**src/mtfs_pkg.sv**
```systemverilog
package mtfs_pkg;

  // Payload digit and frame layout
  localparam int DIGIT_W     = 7;
  localparam int BYTE_W      = 8;
  localparam int HDR_W       = 70;
  localparam int HDR_DIGITS  = HDR_W / DIGIT_W;
  localparam int AXIS_W      = 16;
  localparam int AXIS_DIG_W  = 3 * DIGIT_W;
  localparam int MAX_AXES    = 8;
  localparam int IN_DATA_W   = 192;
  localparam int CNT_W       = 4;

  // Command byte after reset
  localparam logic [BYTE_W-1:0] CMD_INIT = 8'd128;

  typedef logic [BYTE_W-1:0]  byte_t;
  typedef logic [DIGIT_W-1:0] digit_t;

endpackage

```
**src/motion_task_frame_serializer.sv**
```systemverilog
// Motion task frame serializer. Each task word accepted on in_ is sent on out_ as a
// byte frame: the command byte held in the cfg_ register, ten 7-bit bytes carrying
// task id, direction bits, total steps, deceleration steps, non-zero axis mask and
// step rate (most significant bit first), then three 7-bit bytes (bits 15..14, 13..7,
// 6..0) for each axis with a non-zero step count, lowest axis first. out_tlast marks
// the last byte. A 70-bit shift register feeds the header one 7-bit digit per cycle
// while the output register can take a byte, a 21-bit shift register does the same
// for each axis count, and the axis counts themselves shift out 16 bits per visit.
// The output register lets the next task be accepted while the final byte still waits.
module motion_task_frame_serializer
  import mtfs_pkg::*;
#(
  parameter int AXES = 8
) (
  input  logic                 clk,
  input  logic                 rst_n,
  // tdata: task_id[6:0], dir_bits[14:7], total_steps[30:15], decel_steps[45:31],
  //        step_rate[61:46], axis_steps_low[125:62], axis_steps_high[189:126], zero fill
  input  logic                 in_tvalid,
  output logic                 in_tready,
  input  logic [IN_DATA_W-1:0] in_tdata,
  // tdata: out_byte[7:0]; tlast: frame_end
  output logic                 out_tvalid,
  input  logic                 out_tready,
  output logic [BYTE_W-1:0]    out_tdata,
  output logic                 out_tlast,
  input  logic                 cfg_valid,
  output logic                 cfg_ready,
  input  logic [BYTE_W-1:0]    cfg_data
);

  localparam int AXB_W = AXES * AXIS_W;

  localparam logic [2:0] S_IDLE = 3'd0;
  localparam logic [2:0] S_CMD  = 3'd1;
  localparam logic [2:0] S_HDR  = 3'd2;
  localparam logic [2:0] S_AXIS = 3'd3;
  localparam logic [2:0] S_EMIT = 3'd4;

  localparam logic [CNT_W-1:0] HDR_LAST = CNT_W'(HDR_DIGITS - 1);
  localparam logic [1:0]       PH_LAST  = 2'd2;

  logic [2:0]            state_r, state_nxt;
  logic [CNT_W-1:0]      cnt_r, cnt_nxt;
  logic [1:0]            phase_r, phase_nxt;
  logic [HDR_W-1:0]      hdr_r, hdr_nxt;
  logic [AXB_W-1:0]      axes_r, axes_nxt;
  logic [AXES-1:0]       mask_r, mask_nxt;
  logic [AXIS_DIG_W-1:0] dig_r, dig_nxt;
  byte_t                 cmd_r;
  logic                  out_valid_r, out_valid_nxt;
  byte_t                 out_data_r, out_data_nxt;
  logic                  out_last_r, out_last_nxt;

  logic [2*64-1:0]       axes_all;
  logic [AXES-1:0]       in_mask;
  logic                  can_load;

  // Unpack the axis counts and build the non-zero mask
  assign axes_all = in_tdata[189:62];

  always_comb begin
    for (int i = 0; i < AXES; i++) begin
      in_mask[i] = |axes_all[i*AXIS_W +: AXIS_W];
    end
  end

  assign in_tready  = (state_r == S_IDLE);
  assign cfg_ready  = 1'b1;
  assign can_load   = !out_valid_r || out_tready;
  assign out_tvalid = out_valid_r;
  assign out_tdata  = out_data_r;
  assign out_tlast  = out_last_r;

  // Sequence the frame one word per step
  always_comb begin
    state_nxt     = state_r;
    cnt_nxt       = cnt_r;
    phase_nxt     = phase_r;
    hdr_nxt       = hdr_r;
    axes_nxt      = axes_r;
    mask_nxt      = mask_r;
    dig_nxt       = dig_r;
    out_valid_nxt = out_valid_r && !out_tready;
    out_data_nxt  = out_data_r;
    out_last_nxt  = out_last_r;

    case (state_r)
      S_IDLE: begin
        if (in_tvalid) begin
          hdr_nxt   = {in_tdata[6:0], in_tdata[14:7], in_tdata[30:15], in_tdata[45:31],
                       BYTE_W'(in_mask), in_tdata[61:46]};
          axes_nxt  = axes_all[AXB_W-1:0];
          mask_nxt  = in_mask;
          state_nxt = S_CMD;
        end
      end
      S_CMD: begin
        if (can_load) begin
          out_valid_nxt = 1'b1;
          out_data_nxt  = cmd_r;
          out_last_nxt  = 1'b0;
          cnt_nxt       = '0;
          state_nxt     = S_HDR;
        end
      end
      S_HDR: begin
        if (can_load) begin
          out_valid_nxt = 1'b1;
          out_data_nxt  = {1'b0, hdr_r[HDR_W-1 -: DIGIT_W]};
          out_last_nxt  = (cnt_r == HDR_LAST) && (mask_r == '0);
          hdr_nxt       = hdr_r << DIGIT_W;
          cnt_nxt       = cnt_r + 1'b1;
          if (cnt_r == HDR_LAST) begin
            state_nxt = (mask_r == '0) ? S_IDLE : S_AXIS;
          end
        end
      end
      S_AXIS: begin
        // Visit the next axis; load its count when it is non-zero
        if (mask_r[0]) begin
          dig_nxt   = AXIS_DIG_W'(axes_r[AXIS_W-1:0]);
          phase_nxt = '0;
          state_nxt = S_EMIT;
        end
        axes_nxt = axes_r >> AXIS_W;
        mask_nxt = mask_r >> 1;
      end
      S_EMIT: begin
        if (can_load) begin
          out_valid_nxt = 1'b1;
          out_data_nxt  = {1'b0, dig_r[AXIS_DIG_W-1 -: DIGIT_W]};
          out_last_nxt  = (phase_r == PH_LAST) && (mask_r == '0);
          dig_nxt       = dig_r << DIGIT_W;
          phase_nxt     = phase_r + 1'b1;
          if (phase_r == PH_LAST) begin
            state_nxt = (mask_r == '0) ? S_IDLE : S_AXIS;
          end
        end
      end
      default: begin
        state_nxt = S_IDLE;
      end
    endcase
  end

  // Control registers
  always_ff @(posedge clk) begin
    if (!rst_n) begin
      state_r     <= S_IDLE;
      out_valid_r <= 1'b0;
      cmd_r       <= CMD_INIT;
    end else begin
      state_r     <= state_nxt;
      out_valid_r <= out_valid_nxt;
      if (cfg_valid && cfg_ready) begin
        cmd_r <= cfg_data;
      end
    end
  end

  // Payload registers
  always_ff @(posedge clk) begin
    cnt_r      <= cnt_nxt;
    phase_r    <= phase_nxt;
    hdr_r      <= hdr_nxt;
    axes_r     <= axes_nxt;
    mask_r     <= mask_nxt;
    dig_r      <= dig_nxt;
    out_data_r <= out_data_nxt;
    out_last_r <= out_last_nxt;
  end

  // Checks
  a_accept_starts: assert property (@(posedge clk) disable iff (!rst_n)
    in_tvalid && in_tready |=> state_r == S_CMD)
    else $error("accepted task did not start a frame");

  a_axis_pending: assert property (@(posedge clk) disable iff (!rst_n)
    state_r == S_AXIS |-> mask_r != '0)
    else $error("axis scan with no non-zero axis left");

  a_phase_range: assert property (@(posedge clk) disable iff (!rst_n)
    state_r == S_EMIT |-> phase_r != 2'd3)
    else $error("axis digit phase out of range");

  a_hdr_range: assert property (@(posedge clk) disable iff (!rst_n)
    state_r == S_HDR |-> cnt_r <= HDR_LAST)
    else $error("header digit count out of range");

endmodule
```
**config.mk**
```make
export PLATFORM = sky130hd
export DESIGN_NAME = motion_task_frame_serializer
export DESIGN_NICKNAME = d
export VERILOG_FILES = /design/src/mtfs_pkg.sv /design/src/motion_task_frame_serializer.sv
export SDC_FILE = /design/constraint.sdc
export NUM_CORES = 1
export LEC_CHECK = 0
export BUFFER_PORTS_ARGS = -buffer_cell sky130_fd_sc_hd__buf_2
export CAP_MARGIN = 15
export CORE_ASPECT_RATIO = 1.4
export CORE_MARGIN = 2
export CORE_UTILIZATION = 25
export DETAILED_ROUTE_END_ITERATION = 10
export GPL_TIMING_DRIVEN = 0
export SLEW_MARGIN = 20
export SYNTH_ARGS = -nofsm -noshare
export SYNTH_HDL_FRONTEND = slang
export SYNTH_SLANG_ARGS = --single-unit
```
**constraint.sdc**
```tcl
create_clock -name clk -period 21.3 [get_ports clk]
set_clock_uncertainty 0.1 [all_clocks]
set_input_delay 5.325 -clock clk [delete_from_list [all_inputs] [get_ports clk]]
set_output_delay 5.325 -clock clk [all_outputs]
set_load 0.01 [all_outputs]
```
==> metrics.yaml <==
run_status:
  status: "finished clean"
logic_synthesis:
  synthTopCellsByArea: "edfxtp_1 (66%), nand2_1 (18%), dfxtp_1 (2.2%)"
  yosys.cell_count.top_type: "nand2_1"
  yosysTopAreaCellShare_pct: 65.7
  post_synth_num_cell_types: 38
  syn_nets: 1268
  ys_seq_area_share_pct: 67.9
  syn_inst: 1060
  ys.flop_type: "edfxtp_1"
  async_flop_share_pct: 0
  synth_top_area_cell: "edfxtp_1"
  avgSynthCellArea_sq_um: 10.4
  syn_area_sq_um: 11100
  synth_edf_count: 242
  synth_seq_cells: 254
  ys_warn_count: 0
  synth_common_cells: "nand2_1 (544), edfxtp_1 (242), nor2_1 (63), nor4_1 (34), and2_1 (31)"
placed_design:
  dpl.hpwl_um: 23800
  placed_area_sq_um: 13000
  portBuffers: 212
  finalWeightedCongestion: 0.844
die:
  die_y_um: 253
  ioPinCount: 217
  core-area_sq_um: 43800
  dieArea_sq_um: 46000
  die_w_um: 182
  start_util_pct: 25.2
  placementRows: 91
worst_setup_path:
  rr_worst_depth: 9
  worstPathCellList: "clkbuf_1 -> nor3_1 -> buf_2"
  reg2reg_from: "state_r[1]$_SDFFE_PN0P_"
  cp_max_fo: 10
  worstPathArrival_ns: 1.67
  cp-startpoint: "state_r[2]$_SDFFE_PN0P_"
  cp.depth: 3
  critPathBufInv: 2
  critPathTopFamily: "buffers and inverters"
  start_kind: "register"
  cp_slowest_cell: "dfxtp_1"
  cpPeakStageDelay_ns: 0.35
  worstSetupPathType: "register to output port"
  crit_required_ns: 15.88
  critPathCaptureType: "output port"
global_routing:
  grt_util_all_layers_pct: 13.1
  grt_max_degree: 56
  overflow: 0
  grt_use_met3_pct: 3.64
  grt_pass1_wl_um: 45800
  grt_antenna_before_repair: 15
  grt_pass1_vias: 8339
  use_met1_pct: 13.5
  grt_use_met2_pct: 25.7
  top_usage_layer: "met2"
routing:
  drt-total-wl_um: 30300
  drtPass1Iterations: 5
  postRouteAntennaNets: 0
  vias: 8242
  drc_errors: 0
  viasPerCell: 4.32
  wl_per_cell_um: 15.9
  drt_iter0_markers: 458
cts:
  cts_tree: "built"
  clk_path_buf_depth: 3
  cts_sinks: 254
  clock-root-buffer: "clkbuf_16"
  holdBufCountCts: 0
  cts_setup_buffers: 0
  cts_buffers: 30
  clk_pin_slew_ns: 0.06
  clock_latency_ns: 0.59
  cts_resized: 0
  cts-htree-levels: 1
hold_path:
  min-delay-start: "axes_r[78]$_DFFE_PP_"
  hold_depth: 2
  hp-class: "register to register"
sta:
  period_share_pct: 33.3
  fmax_mhz: 141
  period_minus_slack_ns: 7.10
  tightest_slew_ns: 0.765
  rsz0062_at_grt: "no"
  setup_viol: 0
  slew-limit-headroom_pct: 48.8
  finalMaxSlewViolations: 0
  hold_viol_final: 0
power:
  ir_drop_mv: 0.0728
  total_leakage_power_nw: 5.93
  power_density_nw_per_um2: 126
layout:
  syn2layout_area_growth_pct: 26.7
  final_util_pct: 32.0
  final_area_sq_um: 14000
  final_nets: 1528
  layout-drive-gt1-share_pct: 24.5
run:
  drv_cap: 0
==> layout by cell type (no fill, tap or decap), types with 5 or more instances in the layout <==
| cell | synthesis | routed |
|---|---|---|
| clkbuf_16 | 0 | 30 |
| edfxtp_1 | 242 | 242 |
| a22oi_1 | 9 | 9 |
| and3_1 | 6 | 6 |
| dfxtp_1 | 12 | 12 |
| nand3_1 | 10 | 10 |
| clkinvlp_4 | 0 | 5 |
| and2_1 | 31 | 31 |
| nand4_1 | 8 | 8 |
| nor2_1 | 63 | 63 |
| buf_2 | 28 | 251 |
| buf_4 | 13 | 15 |
| mux2i_1 | 9 | 9 |
| diode_2 | 0 | 5 |
| clkbuf_1 | 10 | 16 |
| nor4_1 | 34 | 34 |
| nand2_1 | 544 | 543 |
==> area by class of cell <==
cell class / instances / area (sq um)
Sequential cell: 254 / 7510
Inverter: 4 / 15.0
Timing Repair Buffer: 228 / 1190
Tap cell: 558 / 698
Antenna cell: 5 / 12.5
Clock buffer: 36 / 773
Buffer: 54 / 294
Fill cell: 4450 / 29800
Clock inverter: 20 / 258
Multi-Input combinational cell: 748 / 3260
==> per-stage QoR <==
| stage | cells | TNS [ns] | hold WS, ns | power, mW | setup WS, ns |
|---|---|---|---|---|---|
| 2_1_floorplan | 1060 | 0 | 0.331 | 1.12 | 4.01 |
| 3_3_place_gp | 1830 | -39.85 | 0.388 | 1.27 | -0.576 |
| 3_5_place_dp | 1846 | 0 | 0.388 | 1.26 | 13.67 |
| 4_1_cts | 1902 | 0 | 0.406 | 1.79 | 14.18 |
| 5_1_grt | 1905 | 0 | 0.420 | 1.87 | 14.05 |
| 6_report | 1907 | 0 | 0.396 | 1.76 | 14.20 |
==> routing by layer <==
layer	vias to the layer above	wire, um	part of all wire, %
met3	59	2120	7.0
met1	3822	10900	36
met4	20	709	2.3
met2	236	16500	54
li1	4105	-	-
met5	-	132	0.44
==> final timing paths <==
check / slack [ns] / endpoint
max reg2reg: 18.55 / hdr_r[2]$_SDFFCE_PN0P_
min reg2reg: 0.40 / axes_r[62]$_DFFE_PP_
max: 14.20 / in_tready
min: 0.40 / axes_r[62]$_DFFE_PP_
==> sequential cells by signal, summed over array words and instances, names as in the netlist <==
register	flops
hdr_r	70
dig_r	21
out_tvalid	1
mask_r	8
phase_r	2
state_r	3
out_tlast	1
cmd_r	8
cnt_r	4
axes_r	128
out_tdata	8
==> logic make-up (layout without fill, tap and decap cells) <==
group,Yosys count,count (layout),share of synthesized area (%)
AOI/OAI and AO/OA,21,21,1.38
buffers and inverters,58,342,2.80
and+or+nand+nor,711,711,26.5
muxes,9,9,0.815
other,1,6,0.0339
adders and majority gates,3,3,0.340
DFF,254,254,67.9
xor gates and xnor gates,3,3,0.238
==> where the power goes <==
group          switching (mW)  total (mW)  leakage [nW]  internal, mW
Combinational           0.276       0.407          3.07         0.131
Sequential             0.0455       0.827          2.38         0.782
Clock                   0.218       0.530         0.484         0.311
==> tightest hold or removal path: cells and delay by family, from the launching register on <==
family        cells  cell delay (ns)
flops             1             0.32
simple gates      2             0.10
Note: power is estimated with default switching activity, not from simulation.
